===== src/itoa_pkg.sv =====
// itoa_pkg: shared types, constants and digit character function for the integer to ascii core
// no dependencies; compiled before every other file in src

package itoa_pkg;

    localparam int MAX_CHARS_DEF = 64;
    localparam int RESULT_CAP    = 64;
    localparam int ADDR_W        = $clog2(RESULT_CAP);
    localparam int CNT_W         = $clog2(RESULT_CAP) + 1;
    localparam int VALUE_W       = 64;
    localparam int NARROW_W      = 32;
    localparam int RADIX_W       = 5;
    localparam int DIGIT_W       = 4;
    localparam int CHAR_W        = 8;
    localparam int MINLEN_W      = 7;
    localparam int DIV_BITS      = 4;
    localparam int DIV_CYCLES    = VALUE_W / DIV_BITS;
    localparam int DIV_CNT_W     = $clog2(DIV_CYCLES);

    localparam logic [RADIX_W-1:0] RADIX_MIN = 5'd2;
    localparam logic [RADIX_W-1:0] RADIX_OCT = 5'd8;
    localparam logic [RADIX_W-1:0] RADIX_MAX = 5'd16;

    localparam logic [CHAR_W-1:0] CHAR_ZERO  = 8'h30;
    localparam logic [CHAR_W-1:0] CHAR_UPPER = 8'h41;
    localparam logic [CHAR_W-1:0] CHAR_LOWER = 8'h61;
    localparam logic [CHAR_W-1:0] CHAR_MINUS = 8'h2D;

    typedef struct packed {
        logic signed [VALUE_W-1:0] value;
        logic                      wide;
        logic [RADIX_W-1:0]        radix;
        logic                      upper_case;
        logic [MINLEN_W-1:0]       min_length;
        logic [CHAR_W-1:0]         fill_char;
        logic                      signed_mode;
    } in_item_t;

    typedef struct packed {
        logic [CHAR_W-1:0] char_out;
        logic              last;
    } out_item_t;

    typedef enum logic [1:0] {
        SH_1 = 2'd0,
        SH_3 = 2'd1,
        SH_4 = 2'd2
    } shift_t;

    typedef struct packed {
        logic load;
        logic step;
        logic slice;
        logic clr_rem;
    } div_ctrl_t;

    typedef struct packed {
        logic               mag_zero;
        logic               rest_zero;
        logic [DIGIT_W-1:0] rem_digit;
        logic [DIGIT_W-1:0] slice_digit;
    } div_stat_t;

    function automatic logic [CHAR_W-1:0] digit_char(input logic [DIGIT_W-1:0] d,
                                                     input logic upper);
        logic [CHAR_W-1:0] dx;
        dx = {{(CHAR_W-DIGIT_W){1'b0}}, d};
        if (d < 4'd10)
            return CHAR_ZERO + dx;
        else if (upper)
            return CHAR_UPPER + dx - 8'd10;
        else
            return CHAR_LOWER + dx - 8'd10;
    endfunction

endpackage


===== src/itoa_ram.sv =====
// itoa_ram: generic single write port ram with registered read
// no dependencies

module itoa_ram #(
    parameter int WIDTH = 8,
    parameter int DEPTH = 64
) (
    input  logic                     clk,
    input  logic                     wr_en,
    input  logic [$clog2(DEPTH)-1:0] wr_addr,
    input  logic [WIDTH-1:0]         wr_data,
    input  logic [$clog2(DEPTH)-1:0] rd_addr,
    output logic [WIDTH-1:0]         rd_data
);

    logic [WIDTH-1:0] mem [DEPTH];

    always_ff @(posedge clk)
    begin
        if (wr_en)
        begin
            mem[wr_addr] <= wr_data;
        end
        rd_data <= mem[rd_addr];
    end

endmodule


===== src/itoa_div_unit.sv =====
// itoa_div_unit: shared magnitude register with a radix divider slice and a bit slicer
// depends on itoa_pkg

module itoa_div_unit (
    input  logic                               clk,
    input  itoa_pkg::div_ctrl_t                ctrl,
    input  logic [itoa_pkg::VALUE_W-1:0]       load_value,
    input  logic [itoa_pkg::RADIX_W-1:0]       radix,
    input  itoa_pkg::shift_t                   sh_sel,
    output itoa_pkg::div_stat_t                stat
);

    import itoa_pkg::*;

    logic [VALUE_W-1:0] d_reg, d_next;
    logic [DIGIT_W-1:0] r_reg, r_next;
    logic [VALUE_W-1:0] div_d;
    logic [DIGIT_W-1:0] div_r;
    logic [VALUE_W-1:0] slice_d;
    logic [DIGIT_W-1:0] slice_dig;

    // restoring division, a few quotient bits per cycle
    always_comb
    begin
        logic [DIGIT_W:0] t;
        div_d = d_reg;
        div_r = r_reg;
        for (int i = 0; i < DIV_BITS; i++)
        begin
            t     = {div_r, div_d[VALUE_W-1]};
            div_d = {div_d[VALUE_W-2:0], 1'b0};
            if (t >= radix)
            begin
                t        = t - radix;
                div_d[0] = 1'b1;
            end
            div_r = t[DIGIT_W-1:0];
        end
    end

    always_comb
    begin
        case (sh_sel)
            SH_1:
            begin
                slice_d   = {1'b0, d_reg[VALUE_W-1:1]};
                slice_dig = {3'b000, d_reg[0]};
            end
            SH_3:
            begin
                slice_d   = {3'b000, d_reg[VALUE_W-1:3]};
                slice_dig = {1'b0, d_reg[2:0]};
            end
            SH_4:
            begin
                slice_d   = {4'b0000, d_reg[VALUE_W-1:4]};
                slice_dig = d_reg[3:0];
            end
            default:
            begin
                slice_d   = {4'b0000, d_reg[VALUE_W-1:4]};
                slice_dig = d_reg[3:0];
            end
        endcase
    end

    always_comb
    begin
        d_next = d_reg;
        r_next = r_reg;
        if (ctrl.load)
        begin
            d_next = load_value;
        end
        else if (ctrl.step)
        begin
            d_next = div_d;
            r_next = div_r;
        end
        else if (ctrl.slice)
        begin
            d_next = slice_d;
        end
        if (ctrl.clr_rem)
        begin
            r_next = '0;
        end
    end

    always_ff @(posedge clk)
    begin
        d_reg <= d_next;
        r_reg <= r_next;
    end

    assign stat.mag_zero    = (d_reg == '0);
    assign stat.rest_zero   = (slice_d == '0);
    assign stat.rem_digit   = r_reg;
    assign stat.slice_digit = slice_dig;

endmodule


===== src/integer_to_ascii_radix_core.sv =====
// integer_to_ascii_radix_core: radix 2..16 integer to ascii text, one character per item
// digits: radix 2, 8, 16 are sliced straight off the magnitude, other radices run the 4-bit
// divider slice and then store each digit, plus a minus sign; then a setup step, the pads,
// a step to prime the ram read and a read and load per digit out; pads and loads wait on output stalls
// one item at a time: in_ready rises once the last character is in the output register
// reset: rst_n clears sequencer and output valid, not the ram; uses pkg, ram and div unit

module integer_to_ascii_radix_core #(
    parameter int MAX_CHARS = itoa_pkg::MAX_CHARS_DEF
) (
    input  logic                clk,
    input  logic                rst_n,
    input  logic                in_valid,
    output logic                in_ready,
    input  itoa_pkg::in_item_t  in_data,
    output logic                out_valid,
    input  logic                out_ready,
    output itoa_pkg::out_item_t out_data
);

    import itoa_pkg::*;

    localparam int LIMIT = (MAX_CHARS < RESULT_CAP) ? MAX_CHARS : RESULT_CAP;

    typedef enum logic [8:0] {
        S_IDLE  = 9'b000000001,
        S_DIV   = 9'b000000010,
        S_DIGIT = 9'b000000100,
        S_SLICE = 9'b000001000,
        S_SIGN  = 9'b000010000,
        S_PREP  = 9'b000100000,
        S_PAD   = 9'b001000000,
        S_READ  = 9'b010000000,
        S_LOAD  = 9'b100000000
    } state_t;

    state_t                 state_reg, state_next;
    logic [CNT_W-1:0]       n_reg, n_next;
    logic [CNT_W-1:0]       pad_cnt_reg, pad_cnt_next;
    logic [ADDR_W-1:0]      rd_addr_reg, rd_addr_next;
    logic [DIV_CNT_W-1:0]   cnt_reg, cnt_next;
    logic [MINLEN_W-1:0]    minlen_reg, minlen_next;
    logic [CHAR_W-1:0]      pad_reg, pad_next;
    logic                   upper_reg, upper_next;
    logic                   minus_reg, minus_next;
    logic [RADIX_W-1:0]     radix_reg, radix_next;
    shift_t                 sh_reg, sh_next;
    logic                   out_valid_reg, out_valid_next;
    out_item_t              out_reg, out_next;

    logic                   accept;
    logic                   slot_free;
    logic                   load_out;
    logic [VALUE_W-1:0]     raw;
    logic [VALUE_W-1:0]     raw_neg;
    logic                   neg;
    logic                   pow2;
    logic [RADIX_W-1:0]     radix_c;
    logic [VALUE_W-1:0]     load_value;
    logic [CNT_W-1:0]       n_m1;

    div_ctrl_t              dctrl;
    div_stat_t              dstat;

    logic                   wr_en;
    logic [CHAR_W-1:0]      wr_data;
    logic [CHAR_W-1:0]      rd_data;

    assign in_ready  = (state_reg == S_IDLE);
    assign accept    = in_valid && in_ready;
    assign slot_free = !out_valid_reg || out_ready;
    assign out_valid = out_valid_reg;
    assign out_data  = out_reg;
    assign n_m1      = n_reg - CNT_W'(1);

    // operand preparation at accept
    always_comb
    begin
        raw     = in_data.wide ? VALUE_W'(in_data.value)
                               : {{(VALUE_W-NARROW_W){1'b0}}, in_data.value[NARROW_W-1:0]};
        raw_neg = VALUE_W'(0) - raw;
        neg     = in_data.wide ? in_data.value[VALUE_W-1] : in_data.value[NARROW_W-1];
        if (in_data.radix < RADIX_MIN)
            radix_c = RADIX_MIN;
        else if (in_data.radix > RADIX_MAX)
            radix_c = RADIX_MAX;
        else
            radix_c = in_data.radix;
        pow2 = (radix_c == RADIX_MIN) || (radix_c == RADIX_OCT) || (radix_c == RADIX_MAX);
        if (in_data.signed_mode && neg && !pow2)
            load_value = in_data.wide ? raw_neg
                                      : {{(VALUE_W-NARROW_W){1'b0}}, raw_neg[NARROW_W-1:0]};
        else
            load_value = raw;
    end

    always_comb
    begin
        state_next     = state_reg;
        n_next         = n_reg;
        pad_cnt_next   = pad_cnt_reg;
        rd_addr_next   = rd_addr_reg;
        cnt_next       = cnt_reg;
        minlen_next    = minlen_reg;
        pad_next       = pad_reg;
        upper_next     = upper_reg;
        minus_next     = minus_reg;
        radix_next     = radix_reg;
        sh_next        = sh_reg;
        out_valid_next = out_valid_reg && !out_ready;
        out_next       = out_reg;
        load_out       = 1'b0;
        dctrl          = '0;
        wr_en          = 1'b0;
        wr_data        = digit_char(dstat.rem_digit, upper_reg);

        case (state_reg)
            S_IDLE:
            begin
                if (accept)
                begin
                    n_next      = '0;
                    cnt_next    = '0;
                    minlen_next = (in_data.min_length > MINLEN_W'(LIMIT)) ? MINLEN_W'(LIMIT)
                                                                          : in_data.min_length;
                    pad_next    = in_data.fill_char;
                    upper_next  = in_data.upper_case;
                    minus_next  = in_data.signed_mode && neg && !pow2;
                    radix_next  = radix_c;
                    if (radix_c == RADIX_MIN)
                        sh_next = SH_1;
                    else if (radix_c == RADIX_OCT)
                        sh_next = SH_3;
                    else
                        sh_next = SH_4;
                    dctrl.load    = 1'b1;
                    dctrl.clr_rem = 1'b1;
                    state_next    = pow2 ? S_SLICE : S_DIV;
                end
            end
            S_DIV:
            begin
                dctrl.step = 1'b1;
                cnt_next   = cnt_reg + DIV_CNT_W'(1);
                if (cnt_reg == DIV_CNT_W'(DIV_CYCLES - 1))
                begin
                    state_next = S_DIGIT;
                end
            end
            S_DIGIT:
            begin
                wr_en   = 1'b1;
                wr_data = digit_char(dstat.rem_digit, upper_reg);
                n_next  = n_reg + CNT_W'(1);
                if (dstat.mag_zero)
                begin
                    state_next = minus_reg ? S_SIGN : S_PREP;
                end
                else
                begin
                    dctrl.clr_rem = 1'b1;
                    state_next    = S_DIV;
                end
            end
            S_SLICE:
            begin
                wr_en       = 1'b1;
                wr_data     = digit_char(dstat.slice_digit, upper_reg);
                dctrl.slice = 1'b1;
                n_next      = n_reg + CNT_W'(1);
                if (dstat.rest_zero)
                begin
                    state_next = S_PREP;
                end
            end
            S_SIGN:
            begin
                wr_en      = 1'b1;
                wr_data    = CHAR_MINUS;
                n_next     = n_reg + CNT_W'(1);
                state_next = S_PREP;
            end
            S_PREP:
            begin
                pad_cnt_next = (CNT_W'(minlen_reg) > n_reg) ? CNT_W'(minlen_reg) - n_reg : '0;
                rd_addr_next = n_m1[ADDR_W-1:0];
                state_next   = S_PAD;
            end
            S_PAD:
            begin
                if (pad_cnt_reg == '0)
                begin
                    state_next = S_LOAD;
                end
                else if (slot_free)
                begin
                    load_out      = 1'b1;
                    out_next      = '{char_out: pad_reg, last: 1'b0};
                    pad_cnt_next  = pad_cnt_reg - CNT_W'(1);
                end
            end
            S_READ:
            begin
                state_next = S_LOAD;
            end
            S_LOAD:
            begin
                if (slot_free)
                begin
                    load_out = 1'b1;
                    out_next = '{char_out: rd_data, last: (rd_addr_reg == '0)};
                    if (rd_addr_reg == '0)
                    begin
                        state_next = S_IDLE;
                    end
                    else
                    begin
                        rd_addr_next = rd_addr_reg - ADDR_W'(1);
                        state_next   = S_READ;
                    end
                end
            end
            default:
            begin
                state_next = S_IDLE;
            end
        endcase

        if (load_out)
        begin
            out_valid_next = 1'b1;
        end
    end

    always_ff @(posedge clk or negedge rst_n)
    begin
        if (!rst_n)
        begin
            state_reg     <= S_IDLE;
            out_valid_reg <= 1'b0;
        end
        else
        begin
            state_reg     <= state_next;
            out_valid_reg <= out_valid_next;
        end
    end

    always_ff @(posedge clk)
    begin
        n_reg       <= n_next;
        pad_cnt_reg <= pad_cnt_next;
        rd_addr_reg <= rd_addr_next;
        cnt_reg     <= cnt_next;
        minlen_reg  <= minlen_next;
        pad_reg     <= pad_next;
        upper_reg   <= upper_next;
        minus_reg   <= minus_next;
        radix_reg   <= radix_next;
        sh_reg      <= sh_next;
        out_reg     <= out_next;
    end

    itoa_div_unit u_div (
        .clk        (clk),
        .ctrl       (dctrl),
        .load_value (load_value),
        .radix      (radix_reg),
        .sh_sel     (sh_next),
        .stat       (dstat)
    );

    itoa_ram #(
        .WIDTH (CHAR_W),
        .DEPTH (RESULT_CAP)
    ) u_ram (
        .clk     (clk),
        .wr_en   (wr_en),
        .wr_addr (n_reg[ADDR_W-1:0]),
        .wr_data (wr_data),
        .rd_addr (rd_addr_reg),
        .rd_data (rd_data)
    );

`ifndef SYNTHESIS
    a_count_cap: assert property (@(posedge clk) disable iff (!rst_n)
        (state_reg != S_IDLE) |-> (n_reg <= CNT_W'(RESULT_CAP)))
        else $error("character count beyond buffer");

    a_read_in_range: assert property (@(posedge clk) disable iff (!rst_n)
        (state_reg == S_LOAD) |-> ({1'b0, rd_addr_reg} < n_reg))
        else $error("read address outside stored text");

    a_last_ends: assert property (@(posedge clk) disable iff (!rst_n)
        (load_out && out_next.last) |=> (state_reg == S_IDLE))
        else $error("last character sent without returning to idle");

    a_load_shows: assert property (@(posedge clk) disable iff (!rst_n)
        (state_reg == S_LOAD && slot_free) |=> out_valid)
        else $error("digit load lost");
`endif

endmodule

===== config.mk =====
export PLATFORM = sky130hd
export DESIGN_NAME = integer_to_ascii_radix_core
export DESIGN_NICKNAME = d
export VERILOG_FILES = /design/src/itoa_pkg.sv /design/src/itoa_ram.sv /design/src/itoa_div_unit.sv /design/src/integer_to_ascii_radix_core.sv
export SDC_FILE = /design/constraint.sdc
export NUM_CORES = 1
export LEC_CHECK = 0
export ABC_CLOCK_PERIOD_IN_PS = 9700
export BUFFER_PORTS_ARGS = -buffer_cell sky130_fd_sc_hd__buf_4
export CORE_ASPECT_RATIO = 1.5
export CORE_MARGIN = 3
export CORE_UTILIZATION = 45
export CTS_CLUSTER_DIAMETER = 50
export DETAILED_ROUTE_END_ITERATION = 12
export GPL_TIMING_DRIVEN = 1
export PLACE_DENSITY = 0.69
export SKIP_CTS_REPAIR_TIMING = 1
export SYNTH_ARGS = -nofsm -noshare
export SYNTH_HDL_FRONTEND = slang
export SYNTH_SLANG_ARGS = --single-unit

===== constraint.sdc =====
create_clock -name clk -period 9.7 [get_ports clk]
set_input_delay 2.91 -clock clk [delete_from_list [all_inputs] [get_ports clk]]
set_output_delay 2.91 -clock clk [all_outputs]
set_load 0.02 [all_outputs]

==> results.md <==
- The worst register-to-register path ends at u_div.r_reg[2]$_SDFFE_PP0P_.
- The critical path class is reg2reg.
- Measured in cells, the most critical reg-to-reg path has a length of 31.
- Entering global routing, the biggest net connects 97 pins.
- The power per cell area is 291 nW/µm².
- CTS built an H-tree with a depth of 2.
- Of the total synthesized cell area, the portion taken by XOR and XNOR cells is 0.0283.
- STA classifies the critical path endpoint as a flip-flop.
- The antenna violation net count after detailed routing is 0.
- The clock root buffer is clkbuf_16.
- The via count of the first global-routing pass is 18,994.
- The most critical setup path has its startpoint at radix_reg[1]$_DFFE_PP_.
- The share of Yosys cell area claimed by the top area cell type is 0.598.
- For this run, global-route usage on met2 was measured as 0.434.
- Setup repair after global routing left no endpoint under its margin.
- The area of the die is 66,400 µm².
- For this run, the detailed router's first-pass iteration total came to 6.
- The first global-routing pass estimated 117 mm of wire.
- The reported leakage power is 10.7 nW.
- The worst hold-check path type is reg2reg.
- The longest clock path from root to sink contains 3 buffers.
- The combinational family with the most area after synthesis is multiplexers.
- The largest individual stage delay along the critical path comes from the cell o21ai_0.
- The final period demand of the worst path is 7.60 ns.
- The TritonCTS sink count is 590.
- The number of clock buffers added by TritonCTS is 58.
- The port buffer count is 101.
- The most instantiated library cell after synthesis is edfxtp_1.
- The final weighted congestion in routability-driven placement is 0.960.
- Yosys mapped the design onto 74 distinct sky130hd cell types.
- After the first detailed-routing iteration, the DRC count stood at 1,476.
- The total wirelength of the detailed-routed design is 78.9 mm.
- VDD sags by at most 0.230 mV.
- At the later pin of the worst-skew pair, clock insertion delay measures 0.62 ns.
- The average vias per placed instance is 6.24.
- From synthesis to final layout, the design area changed by 12.1%.
- The area of the placeable core is 62,500 µm².
- The average cell area after synthesis is 14.1 µm².
- After clock tree synthesis, the clock-pin slew on the worst setup and hold paths is 0.07 ns.
- For this run, the share of the core covered by cells in the final layout is 0.511.
- The maximum clock frequency is 132 MHz.
- Between clock sinks in the finished design, the worst skew comes to 0.0235 ns.
- The basic-gate share of the synthesized area counting and, or, nand and nor cells is 0.0846.
- Of the total synthesized cell area, the portion taken by full adders, half adders and majority gates is 0.0192.
- TritonCTS built the clock tree.
- edfxtp_1 takes more of the synthesized area than any other cell.
- The die is 314 µm tall.
- For this run, design rule violations remaining after detail routing come to 0.
- In this run the count of I/O pins placed on the die edge is 102.
- For this run, the register share of the synthesized area comes to 0.615.
- The tightest slew margin relative to the limit is 0.142.
- The total vias in the final route is 18,315.
- The initial core utilization is 0.456.
- Total power for the finished layout comes to 9.29 mW.
- The max-slew violation count is 0.
- The net total in the final layout is 2,220.
- The flop and latch count out of synthesis is 590.
- The flow ran to the end, and the final reports show no timing, DRC or antenna violations.
- Data arrives at the worst endpoint at 8.14 ns.
- The stage delay of the slowest cell on the critical path is 0.52 ns.
- The number of antenna violations at the first check in global routing was 0.
- The most used cell along the critical path is o21ai_0.
- The post-synthesis mux area share is 0.135.
- The final-report hold violation count is 0.
- The initialized floorplan defines 112 standard-cell rows.
- The combined area of all synthesized cells is 28,500 µm².
- The routing usage on met3 is 0.0324.
- The part of the cycle the worst path needs is 0.783.
- The number of synthesis warnings is 0.
- For the final routed database, the setup TNS stands at 0 ns.
- In the final layout, the share of cells above drive strength 1 is 0.189.
- The most instantiated flip-flop cell in the synthesis netlist is edfxtp_1.
- The critical path data required time is 10.24 ns.
- The slew at the pin with the worst max-slew slack is 1.29 ns.
- For this run, the total global-route usage over all layers was measured as 0.235.
- The count of flip-flops with a built-in enable after synthesis is 567.
- The startpoint of the most critical register-to-register path is radix_reg[1]$_DFFE_PP_.
- Of all flip-flops after synthesis, the portion carrying an async set or reset was 0.0169.
- The half-perimeter wire length after detailed placement is 53.7 mm.
- The total overflow reported by the global router is 0.
- Synthesis handed over a netlist of 2,025 instances.
- The largest driver fanout on the critical path is 10.
- Yosys attributes the largest share of cell area to edfxtp_1 (60%), mux4_2 (9.7%), mux2i_1 (2.6%).
- The share of the synthesized area in compound gates (AO/OA/AOI/OAI) is 0.0918.
- The number of inserted diodes is 0.
- The capturing instance or port of the critical path is u_div.r_reg[2]$_SDFFE_PP0P_.
- After detailed routing, the average wire length per cell comes to 26.9 µm.
- The register with the most flip-flops in the layout has 448 of them.
- In this run the horizontal extent of the chip is 211 µm.
- In the global route stage, met1 resource usage came out at 0.262.
- The number of nets in the synthesized netlist is 2,156.
- The worst register-to-register path has a setup slack of 2.10 ns.
- The kind of launch point of the worst setup path is a flip-flop.
- Counting instances in the post-synthesis netlist gives the leading cell types as edfxtp_1 (567), nor2_1 (181), mux4_2 (123).
- The number of max-cap violations is 0.
- In this run the most used layer during global routing was met2.
- The total setup violations reported at the end of the flow is 0.
## layout by cell type (no fill, tap or decap), types with 18 or more instances in the layout
cell type and count:
nand2_1 98, mux4_2 123, nor2_1 181, o221ai_1 22, xor2_1 28, a21oi_1 86
nor4_1 23, mux2i_1 75, a31oi_1 18, ha_1 35, xnor2_1 64, buf_4 125
nor3_1 37, clkbuf_16 58, a211oi_1 26, inv_1 56, mux2_2 29, nand3_1 39
edfxtp_1 567, o21ai_0 96
## final cells by class
class | instances | area, µm²
Tap cell | 798 | 998
Inverter | 61 | 229
Sequential cell | 590 | 17500
Timing Repair Buffer | 126 | 958
Fill cell | 5275 | 30600
Clock inverter | 37 | 402
Multi-Input combinational cell | 1252 | 10300
Clock buffer | 70 | 1510
## routing by layer
metal | wire, µm | share of wire | vias up
met5 | 0 | 0 | -
met4 | 4370 | 0.055 | 0
met3 | 4660 | 0.059 | 222
met2 | 42300 | 0.54 | 793
met1 | 27600 | 0.35 | 9197
li1 | - | - | 8103
## metrics by stage
step	hold WS [ns]	cell area (µm²)	setup WS [ns]	std cells
2_1_floorplan	0.467	28500	0.214	2025
5_1_grt	0.546	31900	1.25	2934
3_3_place_gp	0.503	30000	1.98	2827
3_5_place_dp	0.504	30000	2.04	2827
6_report	0.526	31900	2.10	2934
4_1_cts	0.532	31900	2.01	2934
## worst max-delay path: cells and delay by family (launching register included)
kind            cells  cell delay (ns)
compound gates     15             3.07
mux                 2             0.73
buf+inv             3             0.48
flops               1             0.46
fa+ha+maj           4             1.22
simple gates        7             1.55
## power breakdown
group | internal [mW] | switching (mW)
logic | 1.12 | 1.93
registers | 3.51 | 0.460
clock network | 1.26 | 1.02
## kinds of logic after synthesis
family                     after synthesis
adders and majority gates               41
muxes                                  227
AOI/OAI and AO/OA                      394
xor gates and xnor gates                92
and+or+nand+nor                        498
buffers and inverters                  183
DFF                                    590
## how the worst min path moves through the flow
| stage | from | end | slack, ns | cells after the start |
|---|---|---|---|---|
| after detailed placement | minus_reg$_DFFE_PP_ | state_reg[4]$_DFFE_PN0P_ | 0.50 | 1 |
| after floorplan | minus_reg$_DFFE_PP_ | state_reg[4]$_DFFE_PN0P_ | 0.47 | 1 |
| after global routing | u_ram.rd_data[6]$_DFF_P_ | out_data[7]$_DFFE_PP_ | 0.55 | 1 |
| after global placement | minus_reg$_DFFE_PP_ | state_reg[4]$_DFFE_PN0P_ | 0.50 | 1 |
| final | pad_reg[7]$_DFFE_PP_ | out_data[8]$_SDFFCE_PP0P_ | 0.53 | 1 |
| after CTS | pad_reg[7]$_DFFE_PP_ | out_data[8]$_SDFFCE_PP0P_ | 0.53 | 1 |
(Power assumes the default switching activity.)
